$ cat config.mk
export PLATFORM = sky130hd
export DESIGN_NAME = at_command_line_classifier
export DESIGN_NICKNAME = d
export VERILOG_FILES = /design/src/at_cls_pkg.sv /design/src/at_cls_step.sv /design/src/at_command_line_classifier.sv
export SDC_FILE = /design/constraint.sdc
export NUM_CORES = 1
export LEC_CHECK = 0
export ABC_AREA = 0
export BUFFER_PORTS_ARGS = -buffer_cell sky130_fd_sc_hd__buf_2
export CORE_AREA = 2 2 241 219
export DETAILED_ROUTE_END_ITERATION = 10
export DIE_AREA = 0 0 243 221
export GPL_TIMING_DRIVEN = 0
export PLACE_DENSITY = 0.54
export SETUP_SLACK_MARGIN = 0.3
export SYNTH_ARGS = -nofsm -noshare
export SYNTH_HDL_FRONTEND = slang
export SYNTH_SLANG_ARGS = --single-unit
export TNS_END_PERCENT = 5
$ cat constraint.sdc
create_clock -name i_clk -period 14 [get_ports i_clk]
set_input_delay 1.4 -clock i_clk [delete_from_list [all_inputs] [get_ports i_clk]]
set_output_delay 1.4 -clock i_clk [all_outputs]
set_load 0.01 [all_outputs]
$ cat src/at_cls_pkg.sv
// ----------------------------------------------------------------------------
// at_cls_pkg
// Shared types, constants and per-character update functions for the
// AT command line classifier.
// ----------------------------------------------------------------------------
package at_cls_pkg;

    // Default line buffer size; counts saturate at min(size - 2, 511)
    localparam int LINE_BUFFER_DEF = 512;

    localparam int NKW = 9;

    // Characters
    localparam logic [7:0] CH_CR    = 8'h0D;
    localparam logic [7:0] CH_LF    = 8'h0A;
    localparam logic [7:0] CH_EQ    = 8'h3D;
    localparam logic [7:0] CH_COMMA = 8'h2C;
    localparam logic [7:0] CH_PLUS  = 8'h2B;
    localparam logic [7:0] CH_MINUS = 8'h2D;
    localparam logic [7:0] CH_SPACE = 8'h20;
    localparam logic [7:0] CH_TAB   = 8'h09;
    localparam logic [7:0] CH_ZERO  = 8'h30;
    localparam logic [7:0] CH_ONE   = 8'h31;
    localparam logic [7:0] CH_NINE  = 8'h39;

    // Line kinds
    localparam logic [3:0] KIND_ROK   = 4'd0;
    localparam logic [3:0] KIND_OK    = 4'd1;
    localparam logic [3:0] KIND_ERR   = 4'd2;
    localparam logic [3:0] KIND_UNK   = 4'd3;
    localparam logic [3:0] KIND_JAAC  = 4'd4;
    localparam logic [3:0] KIND_JPRO  = 4'd5;
    localparam logic [3:0] KIND_JRES  = 4'd6;
    localparam logic [3:0] KIND_JSDA  = 4'd7;
    localparam logic [3:0] KIND_UNSUP = 4'd10;

    // Warning codes
    localparam logic [2:0] WARN_NONE     = 3'd0;
    localparam logic [2:0] WARN_FLAG     = 3'd1;
    localparam logic [2:0] WARN_JRES     = 3'd2;
    localparam logic [2:0] WARN_NO_COMMA = 3'd3;
    localparam logic [2:0] WARN_LEN      = 3'd4;

    // Keyword candidate bits
    localparam int KW_ROK = 6;
    localparam int KW_OK  = 7;
    localparam int KW_ERR = 8;

    // Length parser stages
    localparam logic [2:0] PS_IDLE      = 3'd0;
    localparam logic [2:0] PS_PLUS      = 3'd1;
    localparam logic [2:0] PS_MINUS     = 3'd2;
    localparam logic [2:0] PS_DIGIT     = 3'd3;
    localparam logic [2:0] PS_NEG_DIGIT = 3'd4;
    localparam logic [2:0] PS_STOP      = 3'd5;
    localparam logic [2:0] PS_NEG_STOP  = 3'd6;

    // Keyword text, lengths, and whether the keyword must be the whole line
    localparam logic [7:0] KW_TEXT [NKW][7] = '{
        '{8'h41, 8'h54, 8'h2B, 8'h4A, 8'h41, 8'h41, 8'h43},  // AT+JAAC
        '{8'h41, 8'h54, 8'h2B, 8'h4A, 8'h50, 8'h52, 8'h4F},  // AT+JPRO
        '{8'h41, 8'h54, 8'h2B, 8'h4A, 8'h52, 8'h45, 8'h53},  // AT+JRES
        '{8'h41, 8'h54, 8'h2B, 8'h4A, 8'h53, 8'h44, 8'h41},  // AT+JSDA
        '{8'h41, 8'h54, 8'h2B, 8'h4A, 8'h53, 8'h45, 8'h43},  // AT+JSEC
        '{8'h41, 8'h54, 8'h2B, 8'h4A, 8'h53, 8'h4C, 8'h4E},  // AT+JSLN
        '{8'h52, 8'h4F, 8'h4B, 8'h00, 8'h00, 8'h00, 8'h00},  // ROK
        '{8'h4F, 8'h4B, 8'h00, 8'h00, 8'h00, 8'h00, 8'h00},  // OK
        '{8'h45, 8'h52, 8'h52, 8'h00, 8'h00, 8'h00, 8'h00}   // ERR
    };
    localparam logic [3:0] KW_LEN [NKW] = '{
        4'd7, 4'd7, 4'd7, 4'd7, 4'd7, 4'd7, 4'd3, 4'd2, 4'd3
    };
    localparam logic [NKW-1:0] KW_EXACT = 9'b0_1100_0000;

    // Per-stream line state
    typedef struct packed {
        logic [8:0]     line_count;
        logic           pending_cr;
        logic [NKW-1:0] keyword_match;
        logic [2:0]     param_stage;
        logic [7:0]     param_first;
        logic [8:0]     param_count;
        logic           comma_seen;
        logic [15:0]    length_accum;
        logic [8:0]     after_comma_count;
        logic [31:0]    recent_chars;
    } t_line_state;

    // One classified line
    typedef struct packed {
        logic        line_direction;
        logic [3:0]  line_kind;
        logic [2:0]  warning_code;
        logic        flag_value;
        logic [15:0] declared_length;
        logic [8:0]  data_length;
        logic [31:0] tail_chars;
    } t_line_result;

    localparam t_line_state LINE_CLEAR = '{
        line_count:        '0,
        pending_cr:        1'b0,
        keyword_match:     '1,
        param_stage:       PS_IDLE,
        param_first:       '0,
        param_count:       '0,
        comma_seen:        1'b0,
        length_accum:      '0,
        after_comma_count: '0,
        recent_chars:      '0
    };

    // Saturating increment
    function automatic logic [8:0] sat_inc(input logic [8:0] v, input logic [8:0] cap);
        return (v >= cap) ? cap : v + 9'd1;
    endfunction

    // Advance the declared-length parser by one parameter character
    function automatic t_line_state parse_len(input t_line_state st, input logic [7:0] b);
        t_line_state ns;
        logic        dig;
        logic        ws;
        logic [19:0] v;
        ns  = st;
        dig = (b >= CH_ZERO) && (b <= CH_NINE);
        ws  = (b == CH_SPACE) || ((b >= CH_TAB) && (b <= CH_CR));
        v   = ({4'b0, st.length_accum} * 20'd10) + {12'b0, b - CH_ZERO};
        if (dig && (st.param_stage <= PS_NEG_DIGIT)) begin
            ns.length_accum = (v > 20'd65535) ? 16'hFFFF : v[15:0];
            ns.param_stage  = ((st.param_stage == PS_MINUS) ||
                               (st.param_stage == PS_NEG_DIGIT)) ? PS_NEG_DIGIT : PS_DIGIT;
        end else if (st.param_stage == PS_IDLE) begin
            if (b == CH_PLUS) begin
                ns.param_stage = PS_PLUS;
            end else if (b == CH_MINUS) begin
                ns.param_stage = PS_MINUS;
            end else if (!ws) begin
                ns.param_stage = PS_STOP;
            end
        end else if ((st.param_stage == PS_MINUS) || (st.param_stage == PS_NEG_DIGIT)) begin
            ns.param_stage = PS_NEG_STOP;
        end else if (st.param_stage != PS_NEG_STOP) begin
            ns.param_stage = PS_STOP;
        end
        return ns;
    endfunction

    // Take one content character into the line state
    function automatic t_line_state line_push(input t_line_state st, input logic [7:0] b,
                                              input logic [8:0] cap);
        t_line_state ns;
        logic [8:0]  pos;
        ns  = st;
        pos = st.line_count;
        // Drop keyword candidates that no longer fit
        for (int k = 0; k < NKW; k++) begin
            if (pos < {5'b0, KW_LEN[k]}) begin
                if (b != KW_TEXT[k][pos[2:0]]) begin
                    ns.keyword_match[k] = 1'b0;
                end
            end else if (KW_EXACT[k]) begin
                ns.keyword_match[k] = 1'b0;
            end
        end
        // Parameter bytes follow the seven-character command, one '=' skipped
        if ((pos >= 9'd7) && !((pos == 9'd7) && (b == CH_EQ))) begin
            if (st.param_count == 9'd0) begin
                ns.param_first = b;
            end
            ns.param_count = sat_inc(st.param_count, cap);
            ns = parse_len(ns, b);
            if (st.comma_seen) begin
                ns.after_comma_count = sat_inc(st.after_comma_count, cap);
            end else if (b == CH_COMMA) begin
                ns.comma_seen = 1'b1;
            end
        end
        ns.recent_chars = {st.recent_chars[23:0], b};
        ns.line_count   = sat_inc(pos, cap);
        return ns;
    endfunction

endpackage

$ cat src/at_cls_step.sv
// ----------------------------------------------------------------------------
// at_cls_step
// Combinational update of one stream's line state for one character, and
// the classification of the line when CR LF ends it.
// ----------------------------------------------------------------------------
module at_cls_step
    import at_cls_pkg::*;
(
    input  t_line_state  i_state,
    input  logic [7:0]   i_byte,
    input  logic         i_dir,
    input  logic [8:0]   i_cap,
    output t_line_state  o_state,
    output logic         o_done,
    output t_line_result o_result
);

    t_line_state after_cr;
    logic        is_neg;

    // Fold a held CR back into the line when no LF follows, then take the byte
    always_comb begin
        after_cr = i_state;
        if (i_state.pending_cr) begin
            after_cr            = line_push(i_state, CH_CR, i_cap);
            after_cr.pending_cr = 1'b0;
        end
        o_done  = i_state.pending_cr && (i_byte == CH_LF);
        o_state = after_cr;
        if (o_done) begin
            o_state = LINE_CLEAR;
        end else if (i_byte == CH_CR) begin
            o_state.pending_cr = 1'b1;
        end else begin
            o_state = line_push(after_cr, i_byte, i_cap);
        end
    end

    assign is_neg = (i_state.param_stage == PS_MINUS) ||
                    (i_state.param_stage == PS_NEG_DIGIT) ||
                    (i_state.param_stage == PS_NEG_STOP);

    // Classify the finished line
    always_comb begin
        o_result                = '0;
        o_result.line_direction = i_dir;
        o_result.tail_chars     = i_state.recent_chars;
        o_result.warning_code   = WARN_NONE;
        if (!i_dir) begin
            if (i_state.keyword_match[KW_ROK] && (i_state.line_count == 9'd3)) begin
                o_result.line_kind = KIND_ROK;
            end else if (i_state.keyword_match[KW_OK] && (i_state.line_count == 9'd2)) begin
                o_result.line_kind = KIND_OK;
            end else if (i_state.keyword_match[KW_ERR] && (i_state.line_count >= 9'd3)) begin
                o_result.line_kind = KIND_ERR;
            end else begin
                o_result.line_kind = KIND_UNK;
            end
        end else begin
            o_result.line_kind = KIND_UNSUP;
            if (i_state.line_count >= 9'd7) begin
                for (int k = 5; k >= 0; k--) begin
                    if (i_state.keyword_match[k]) begin
                        o_result.line_kind = KIND_JAAC + 4'(k);
                    end
                end
            end
            if ((o_result.line_kind == KIND_JAAC) || (o_result.line_kind == KIND_JPRO)) begin
                if ((i_state.param_count == 9'd1) &&
                    ((i_state.param_first == CH_ZERO) || (i_state.param_first == CH_ONE))) begin
                    o_result.flag_value = (i_state.param_first == CH_ONE);
                end else begin
                    o_result.warning_code = WARN_FLAG;
                end
            end else if (o_result.line_kind == KIND_JRES) begin
                if (i_state.line_count != 9'd7) begin
                    o_result.warning_code = WARN_JRES;
                end
            end else if (o_result.line_kind == KIND_JSDA) begin
                o_result.declared_length = i_state.length_accum;
                if (!i_state.comma_seen) begin
                    o_result.warning_code = WARN_NO_COMMA;
                end else begin
                    o_result.data_length = i_state.after_comma_count;
                    if (is_neg ? ((i_state.length_accum != 16'd0) ||
                                  (i_state.after_comma_count != 9'd0))
                               : (i_state.length_accum !=
                                  {7'b0, i_state.after_comma_count})) begin
                        o_result.warning_code = WARN_LEN;
                    end
                end
            end
        end
    end

endmodule

$ cat src/at_command_line_classifier.sv
// ----------------------------------------------------------------------------
// at_command_line_classifier
// Splits two tagged UART streams into CR LF lines and classifies each line.
// ----------------------------------------------------------------------------
// A line result is registered from the LF item held in the input register.
// Throughput: one item per cycle unless a line-ending item waits; the line
// state of each stream is updated combinationally between the input register and the result register.
// An item that ends a line waits while an earlier result is still untaken.
// Reset clears both streams' line state and empties both registers.
module at_command_line_classifier
    import at_cls_pkg::*;
#(
    parameter int LINE_BUFFER = LINE_BUFFER_DEF
) (
    input  logic        i_clk,
    input  logic        i_rst_n,
    input  logic        i_in_valid,
    output logic        o_in_ready,
    input  logic [7:0]  i_data_byte,
    input  logic        i_direction,
    output logic        o_out_valid,
    input  logic        i_out_ready,
    output logic        o_line_direction,
    output logic [3:0]  o_line_kind,
    output logic [2:0]  o_warning_code,
    output logic        o_flag_value,
    output logic [15:0] o_declared_length,
    output logic [8:0]  o_data_length,
    output logic [31:0] o_tail_chars
);

    localparam int         CAP_INT = ((LINE_BUFFER - 2) > 511) ? 511 : (LINE_BUFFER - 2);
    localparam logic [8:0] CNT_CAP = 9'(CAP_INT);

    logic         r_in_valid;
    logic [7:0]   r_byte;
    logic         r_dir;
    t_line_state  r_state [2];
    t_line_state  n_state;
    logic         step_done;
    t_line_result step_result;
    logic         advance;
    logic         r_out_valid;
    t_line_result r_result;

    at_cls_step u_step (
        .i_state  (r_state[r_dir]),
        .i_byte   (r_byte),
        .i_dir    (r_dir),
        .i_cap    (CNT_CAP),
        .o_state  (n_state),
        .o_done   (step_done),
        .o_result (step_result)
    );

    // Advance the held item unless it ends a line and the result slot is full
    assign advance    = r_in_valid && (!step_done || !r_out_valid || i_out_ready);
    assign o_in_ready = !r_in_valid || advance;

    // Hold the accepted item
    always_ff @(posedge i_clk) begin
        if (!i_rst_n) begin
            r_in_valid <= 1'b0;
        end else if (o_in_ready) begin
            r_in_valid <= i_in_valid;
        end
        if (o_in_ready && i_in_valid) begin
            r_byte <= i_data_byte;
            r_dir  <= i_direction;
        end
    end

    // Update the line state of the item's stream
    always_ff @(posedge i_clk) begin
        if (!i_rst_n) begin
            r_state[0] <= LINE_CLEAR;
            r_state[1] <= LINE_CLEAR;
        end else if (advance) begin
            r_state[r_dir] <= n_state;
        end
    end

    // Result register
    always_ff @(posedge i_clk) begin
        if (!i_rst_n) begin
            r_out_valid <= 1'b0;
        end else if (advance && step_done) begin
            r_out_valid <= 1'b1;
        end else if (i_out_ready) begin
            r_out_valid <= 1'b0;
        end
        if (advance && step_done) begin
            r_result <= step_result;
        end
    end

    assign o_out_valid       = r_out_valid;
    assign o_line_direction  = r_result.line_direction;
    assign o_line_kind       = r_result.line_kind;
    assign o_warning_code    = r_result.warning_code;
    assign o_flag_value      = r_result.flag_value;
    assign o_declared_length = r_result.declared_length;
    assign o_data_length     = r_result.data_length;
    assign o_tail_chars      = r_result.tail_chars;

endmodule
==> flow_summary.toml, run 1 <==
[place]
port_buffers = 80
placed_cells = 2396
hpwl_um = 39200
placed_area_mm2 = 0.0181
gp_congestion = 0.948

[timing]
hold_slack_ns = 0.476
rsz0062_at_grt = "false"
clock.fmax_ghz = 0.127
finalMaxSlewViolations = 0
finClkSkew_ns = 0.0208
tns_ns = 0
relSlewSlack_pct = 25.0
setup-violations-final = 0
tightest_slew_ns = 1.09
fin_crit_ns = 7.85
finalHoldViolCount = 0
fin_crit_sh_pct = 56.0

[synth]
ys_warn_count = 0
syn_inst = 1624
avgSynthCellArea_um2 = 10.3
post_synth_num_cell_types = 93
synth-async-reset-ratio_pct = 0
ys.flop_type = "edfxtp_1"
synth_area_mm2 = 0.0167
synth-seq-cells = 272
seq_area_frac_synth_pct = 48.6
synth_edf_count = 269
synthesis.nets = 1703

[setup_path]
cp.required_ns = 14.30
endpoint_kind = "flop"
crit_type = "reg2reg"
path_max_fanout = 10
cp-start-kind = "flop"
arrival_ns = 8.15

[hold_path]
min_path_type = "reg2reg"

[die]
die_h_um = 221
coreArea_mm2 = 0.0512
boundaryPins = 81
start_util_pct = 32.7
rows = 79
die-area_mm2 = 0.0537
die_w_um = 243

[detailed_routing]
drt_wl_total_um = 54200
vias = 13800
wl_per_cell_um = 22.1
ant_nets = 0
initialDrtViolationCount = 1461
viasPerCell = 5.64
drc_errors = 0
dr.pass1.iters = 7

[run]
max_cap_viol_count = 0

[power]
ir_drop_mv = 0.100
p_per_area_mw_per_mm2 = 116
p_leak_nw = 7.18

[clock_network]
worstSkewPairLatency_ns = 0.58
ctsLongestPathBuffers = 3
path_clk_slew_ns = 0.06
post_cts_resized = 0
cts_hold_buffers = 0
tritoncts = "built"
htreeDepth = 1
cts_setup_buffers = 0
clkSinkCount = 272
cts-root-buf = "clkbuf_16"
cts_inserted_buffers = 31

[global_routing]
grt_overflow = 0
grt_max_degree = 56
grt_pass1_vias = 13100
antenna_found_initial = 0
track_usage_pct = 19.6
grt_pass1_wl_um = 81700

[final_layout]
fin_area_mm2 = 0.0191
nNetsFinal = 1820
fin_cells = 2451
diodes = 0
fill_cells = 5196
drive_gt1_share_pct = 13.8
utilization_pct = 37.4
syn_to_final_growth_pct = 14.2

[status]
status = "completed"
[Yosys cell counts, drive strengths merged (5+ instances only)]
library cell / count / area [um^2]
a21boi: 8 / 71.3
buf: 32 / 190
nand4b: 12 / 120
a211oi: 30 / 253
o22ai: 7 / 43.8
a22oi: 13 / 97.6
nand4: 27 / 169
inv: 53 / 199
o211ai: 9 / 67.6
nor4: 21 / 144
a21o: 6 / 45.0
ha: 64 / 801
mux2i: 82 / 825
o31ai: 13 / 103
a221o: 14 / 140
a41oi: 5 / 43.8
o21ai: 82 / 418
nand2: 113 / 424
o32ai: 14 / 123
a32oi: 5 / 43.8
or2: 5 / 31.3
o21a: 5 / 37.5
a31oi: 23 / 144
edfxtp: 269 / 8080
nor3: 36 / 180
and2: 22 / 138
a2111oi: 7 / 70.1
clkbuf: 54 / 203
nand3: 46 / 240
xnor2: 36 / 315
and3: 14 / 87.6
a21oi: 72 / 375
xor2: 21 / 191
or3: 10 / 67.6
mux2: 42 / 473
nor2b: 17 / 114
nor2: 270 / 1020
[sequential cells by signal, summed over array words and instances, names as in the netlist, named ones only]
signal             cells
o_line_kind            4
o_data_length          9
o_tail_chars          32
o_flag_value           1
r_byte                 8
o_line_direction       1
r_dir                  1
r_state              194
o_warning_code         3
r_in_valid             1
o_declared_length     16
o_out_valid            1
[cells in the final DEF, fill, tap and decap left out, drive strengths merged, types with 21 or more instances in the layout]
cell	Yosys	final
a31oi	23	23
nor4	21	21
mux2i	82	82
clkbuf	54	87
xor2	21	21
a21oi	72	72
nand3	46	46
edfxtp	269	269
nor3	36	36
buf	32	116
a211oi	30	30
xnor2	36	36
nand2	113	113
nand4	27	27
inv	53	53
and2	22	22
o21ai	82	82
mux2	42	42
ha	64	64
nor2	270	270
[worst paths after layout]
check,slack [ns],cells past startpoint,start,to
setup / recovery,6.15,23,flop,r_state[1][47]$_SDFFCE_PN0P_
hold reg to reg,0.48,0,r_dir$_DFFE_PP_,o_line_direction$_DFFE_PP_
setup reg to reg,6.15,23,flop,r_state[1][47]$_SDFFCE_PN0P_
hold / removal,0.48,0,r_dir$_DFFE_PP_,o_line_direction$_DFFE_PP_
[worst max-delay path, cell delays in order, from the launching register on]
cell and delay [ns]:
dfxtp_1 0.40, buf_4 0.23, buf_6 0.18, buf_6 0.19, buf_4 0.24, buf_2 0.44
buf_4 0.32, buf_2 0.38, buf_2 0.44, buf_2 0.49, mux2i_1 0.44, inv_1 0.18
ha_1 0.31, ha_1 0.36, and2_1 0.16, a221o_1 0.29, a41oi_1 0.36, xor2_1 0.19
or3_1 0.42, nor4_1 0.20, mux2_2 0.42, clkbuf_1 0.24, o32ai_1 0.56, nor2_1 0.09
[cell type report]
cell class	count	area [um^2]	area share, %
plain buffers	86	393	2.05
repair buffers	84	495	2.59
multi-input cells	1212	8050	42.0
flip-flops and latches	272	8140	42.5
clock inverters	22	218	1.14
well taps	688	861	4.50
clock buffers	33	783	4.09
inverters	54	203	1.06
[report_power, final]
group | switching (mW) | leakage [nW] | internal [mW] | total [mW]
registers | 0.0166 | 2.73 | 0.928 | 0.945
logic | 0.308 | 3.96 | 0.159 | 0.467
clock network | 0.342 | 0.485 | 0.475 | 0.817
[kinds of logic (layout without fill, tap and decap cells)]
logic type | Yosys count | in the layout | synth area share (%)
AND/OR/NAND/NOR | 614 | 614 | 17.5
AO/OA/AOI/OAI | 351 | 351 | 14.6
flip-flops | 272 | 272 | 48.6
buffers and inverters | 140 | 279 | 3.56
multiplexers | 124 | 124 | 7.75
adder cells (fa/ha/maj) | 66 | 66 | 5.02
XOR/XNOR | 57 | 57 | 3.03
[metal layers]
| layer | global-route usage, % | up-vias | wire, um |
|---|---|---|---|
| li1 | - | 6365 | - |
| met1 | 29.4 | 6855 | 25300 |
| met2 | 29.8 | 530 | 23900 |
| met3 | 2.52 | 71 | 3840 |
| met4 | 4.89 | 0 | 1180 |
| met5 | 0 | - | 0 |
[per-stage QoR]
step           setup slack [ns]  total power, mW
2_1_floorplan              8.20             1.29
3_3_place_gp               5.99             1.42
3_5_place_dp               6.28             1.42
4_1_cts                    6.23             2.23
5_1_grt                    5.81             2.32
6_report                   6.15             2.23
Note: power is estimated with default switching activity, not from simulation.
==> inputs of run 2 (changes only) <==
--- a/config.mk
+++ b/config.mk
@@ -11,7 +11,7 @@
 export DETAILED_ROUTE_END_ITERATION = 10
 export DIE_AREA = 0 0 243 221
 export GPL_TIMING_DRIVEN = 0
-export PLACE_DENSITY = 0.54
+export PLACE_DENSITY = 0.56
 export SETUP_SLACK_MARGIN = 0.3
 export SYNTH_ARGS = -nofsm -noshare
 export SYNTH_HDL_FRONTEND = slang
==> constraint.sdc (replaced) <==
create_clock -name i_clk -period 7.12 [get_ports i_clk]
set_input_delay 0.712 -clock i_clk [delete_from_list [all_inputs] [get_ports i_clk]]
set_output_delay 0.712 -clock i_clk [all_outputs]
set_load 0.01 [all_outputs]
==> run 2 against run 1 <==
Power is 97% higher; wire length is 0.35% higher; die area unchanged; cell count decreased by 0.12%; setup slack worse by 5.7 ns; worst hold slack worse by 0.19 ns; register-to-register slack worse by 5.7 ns; utilization increased by 0.31 points; sequential power up 97%; non-clock buffer count did not move; clock-buffer cell count grew 4; critical path depth unchanged; largest cell class is now multi-input combinational cells; highest routed layer unchanged.
==> flow_summary.toml, run 2 (synthesized netlist as in run 1, its figures left out) <==
[hold_path]
min_path_type = "in2reg"
whs_path_depth = 1

[setup_path]
path_max_fanout = 10
cpPeakStageDelay_ns = 0.42
endpoint_kind = "flop"
critical_path_buf_inv_count = 11
crit_type = "reg2reg"
cp.required_ns = 7.42
r2r_cells = 23
crit_slowest_cell = "or3_1"
path_depth = 23
cp-start-kind = "flop"
crit_chain = "buf_4, buf_6, buf_6, buf_4, buf_6, buf_6, buf_6, buf_6, buf_8, mux2i_2, inv_1, ha_1, ha_1, and2_1, a221o_1, a41oi_2, xor2_1, or3_1, nor4_1, mux2_2, clkbuf_2, o32ai_2, nor2_1"
path_delay_family = "buffers and inverters"
arrival_ns = 6.91
cpMostUsedCell = "buf_6"

[die]
boundaryPins = 81
die-area_mm2 = 0.0537
coreArea_mm2 = 0.0512
rows = 79
die_w_um = 243
start_util_pct = 32.7
die_h_um = 221

[timing]
tns_ns = 0
finClkSkew_ns = 0.0409
fin_crit_sh_pct = 93.0
finalHoldViolCount = 0
tightest_slew_ns = 1.07
relSlewSlack_pct = 27.6
setup-violations-final = 0
clock.fmax_ghz = 0.151
rsz0062_at_grt = "true"
finalMaxSlewViolations = 0
fin_crit_ns = 6.62

[clock_network]
path_clk_slew_ns = 0.06
ctsLongestPathBuffers = 3
worstSkewPairLatency_ns = 0.60
cts-root-buf = "clkbuf_16"
cts_hold_buffers = 0
cts_inserted_buffers = 31
clkSinkCount = 272
cts_setup_buffers = 0
tritoncts = "built"
htreeDepth = 1

[global_routing]
antenna_found_initial = 0
grt_overflow = 0
track_usage_pct = 19.7
grt_max_degree = 58
grt_pass1_vias = 13100
grt_pass1_wl_um = 82200

[detailed_routing]
dr.pass1.iters = 8
initialDrtViolationCount = 1243
drc_errors = 0
wl_met3_um = 3980
wl_per_cell_um = 22.2
wl_met2_um = 23700
drt_wl_total_um = 54400
vias = 13800
viasPerCell = 5.63
ant_nets = 0
top_layer = "met4"
drt-met1-wl_um = 25500

[place]
placed_area_mm2 = 0.0181
port_buffers = 80
gp_congestion = 0.907
hpwl_um = 39100

[final_layout]
utilization_pct = 37.7
diodes = 0
nNetsFinal = 1820
fin_area_mm2 = 0.0193
syn_to_final_growth_pct = 15.2
final_common_cell = "edfxtp_1"
largest_reg_flops = 194
drive_gt1_share_pct = 14.6
layout_common_cells = "269 x edfxtp_1, 268 x nor2_1, 111 x nand2_1"
top_register = "r_state"

[status]
status = "completed"

[power]
report.power.total_mw = 4.39
ir_drop_mv = 0.200
p_per_area_mw_per_mm2 = 228
p_leak_nw = 7.19

[run]
max_cap_viol_count = 0
run 2: worst register-to-register path, stage by stage, from the launching register on:
cell and delay (ns):
dfxtp_1 0.41, buf_4 0.23, buf_6 0.19, buf_6 0.19, buf_4 0.25, buf_6 0.25
buf_6 0.24, buf_6 0.23, buf_6 0.25, buf_8 0.24, mux2i_2 0.29, inv_1 0.16
ha_1 0.30, ha_1 0.37, and2_1 0.19, a221o_1 0.31, a41oi_2 0.25, xor2_1 0.16
or3_1 0.42, nor4_1 0.22, mux2_2 0.42, clkbuf_2 0.26, o32ai_2 0.38, nor2_1 0.09
run 2: area by class of cell:
class / instances / area (um^2)
Timing Repair Buffer: 84 / 495
Clock buffer: 37 / 798
Tap cell: 688 / 861
Clock inverter: 15 / 176
Inverter: 54 / 203
Sequential cell: 272 / 8140
Buffer: 86 / 427
Fill cell: 5154 / 31900
Multi-Input combinational cell: 1212 / 8190
run 2: report_power, final:
part	internal, mW	switching, mW
registers	1.83	0.0347
logic	0.324	0.621
clock network	0.933	0.656
run 2: repair_timing:
action                     CTS  global route
setup endpoints to repair   32            41
pin swaps                    0             0
hold endpoints to repair     0             0
resized for setup           14            22
run 2: worst paths after layout:
| check | startpoint | end | slack, ns |
|---|---|---|---|
| hold / removal | i_data_byte[6] | r_byte[6]$_DFFE_PP_ | 0.29 |
| setup / recovery | flop | r_state[1][53]$_SDFFCE_PN0P_ | 0.50 |
| hold reg to reg | r_dir$_DFFE_PP_ | o_line_direction$_DFFE_PP_ | 0.47 |
| setup reg to reg | flop | r_state[1][53]$_SDFFCE_PN0P_ | 0.50 |
run 2: through the flow:
| stage | hold slack [ns] | setup slack (ns) | instances |
|---|---|---|---|
| after floorplan | 0.424 | 1.32 | 1624 |
| after global placement | 0.429 | -0.752 | 2392 |
| after detailed placement | 0.464 | -0.642 | 2396 |
| after CTS | 0.256 | 0.248 | 2448 |
| after global routing | 0.271 | 0.267 | 2448 |
| final | 0.289 | 0.502 | 2448 |
run 2: metal layers:
layer | vias up | global-route usage [%]
met5 | - | 0
met4 | 0 | 5.62
met3 | 67 | 2.78
met2 | 522 | 29.7
met1 | 6839 | 29.3
li1 | 6344 | -
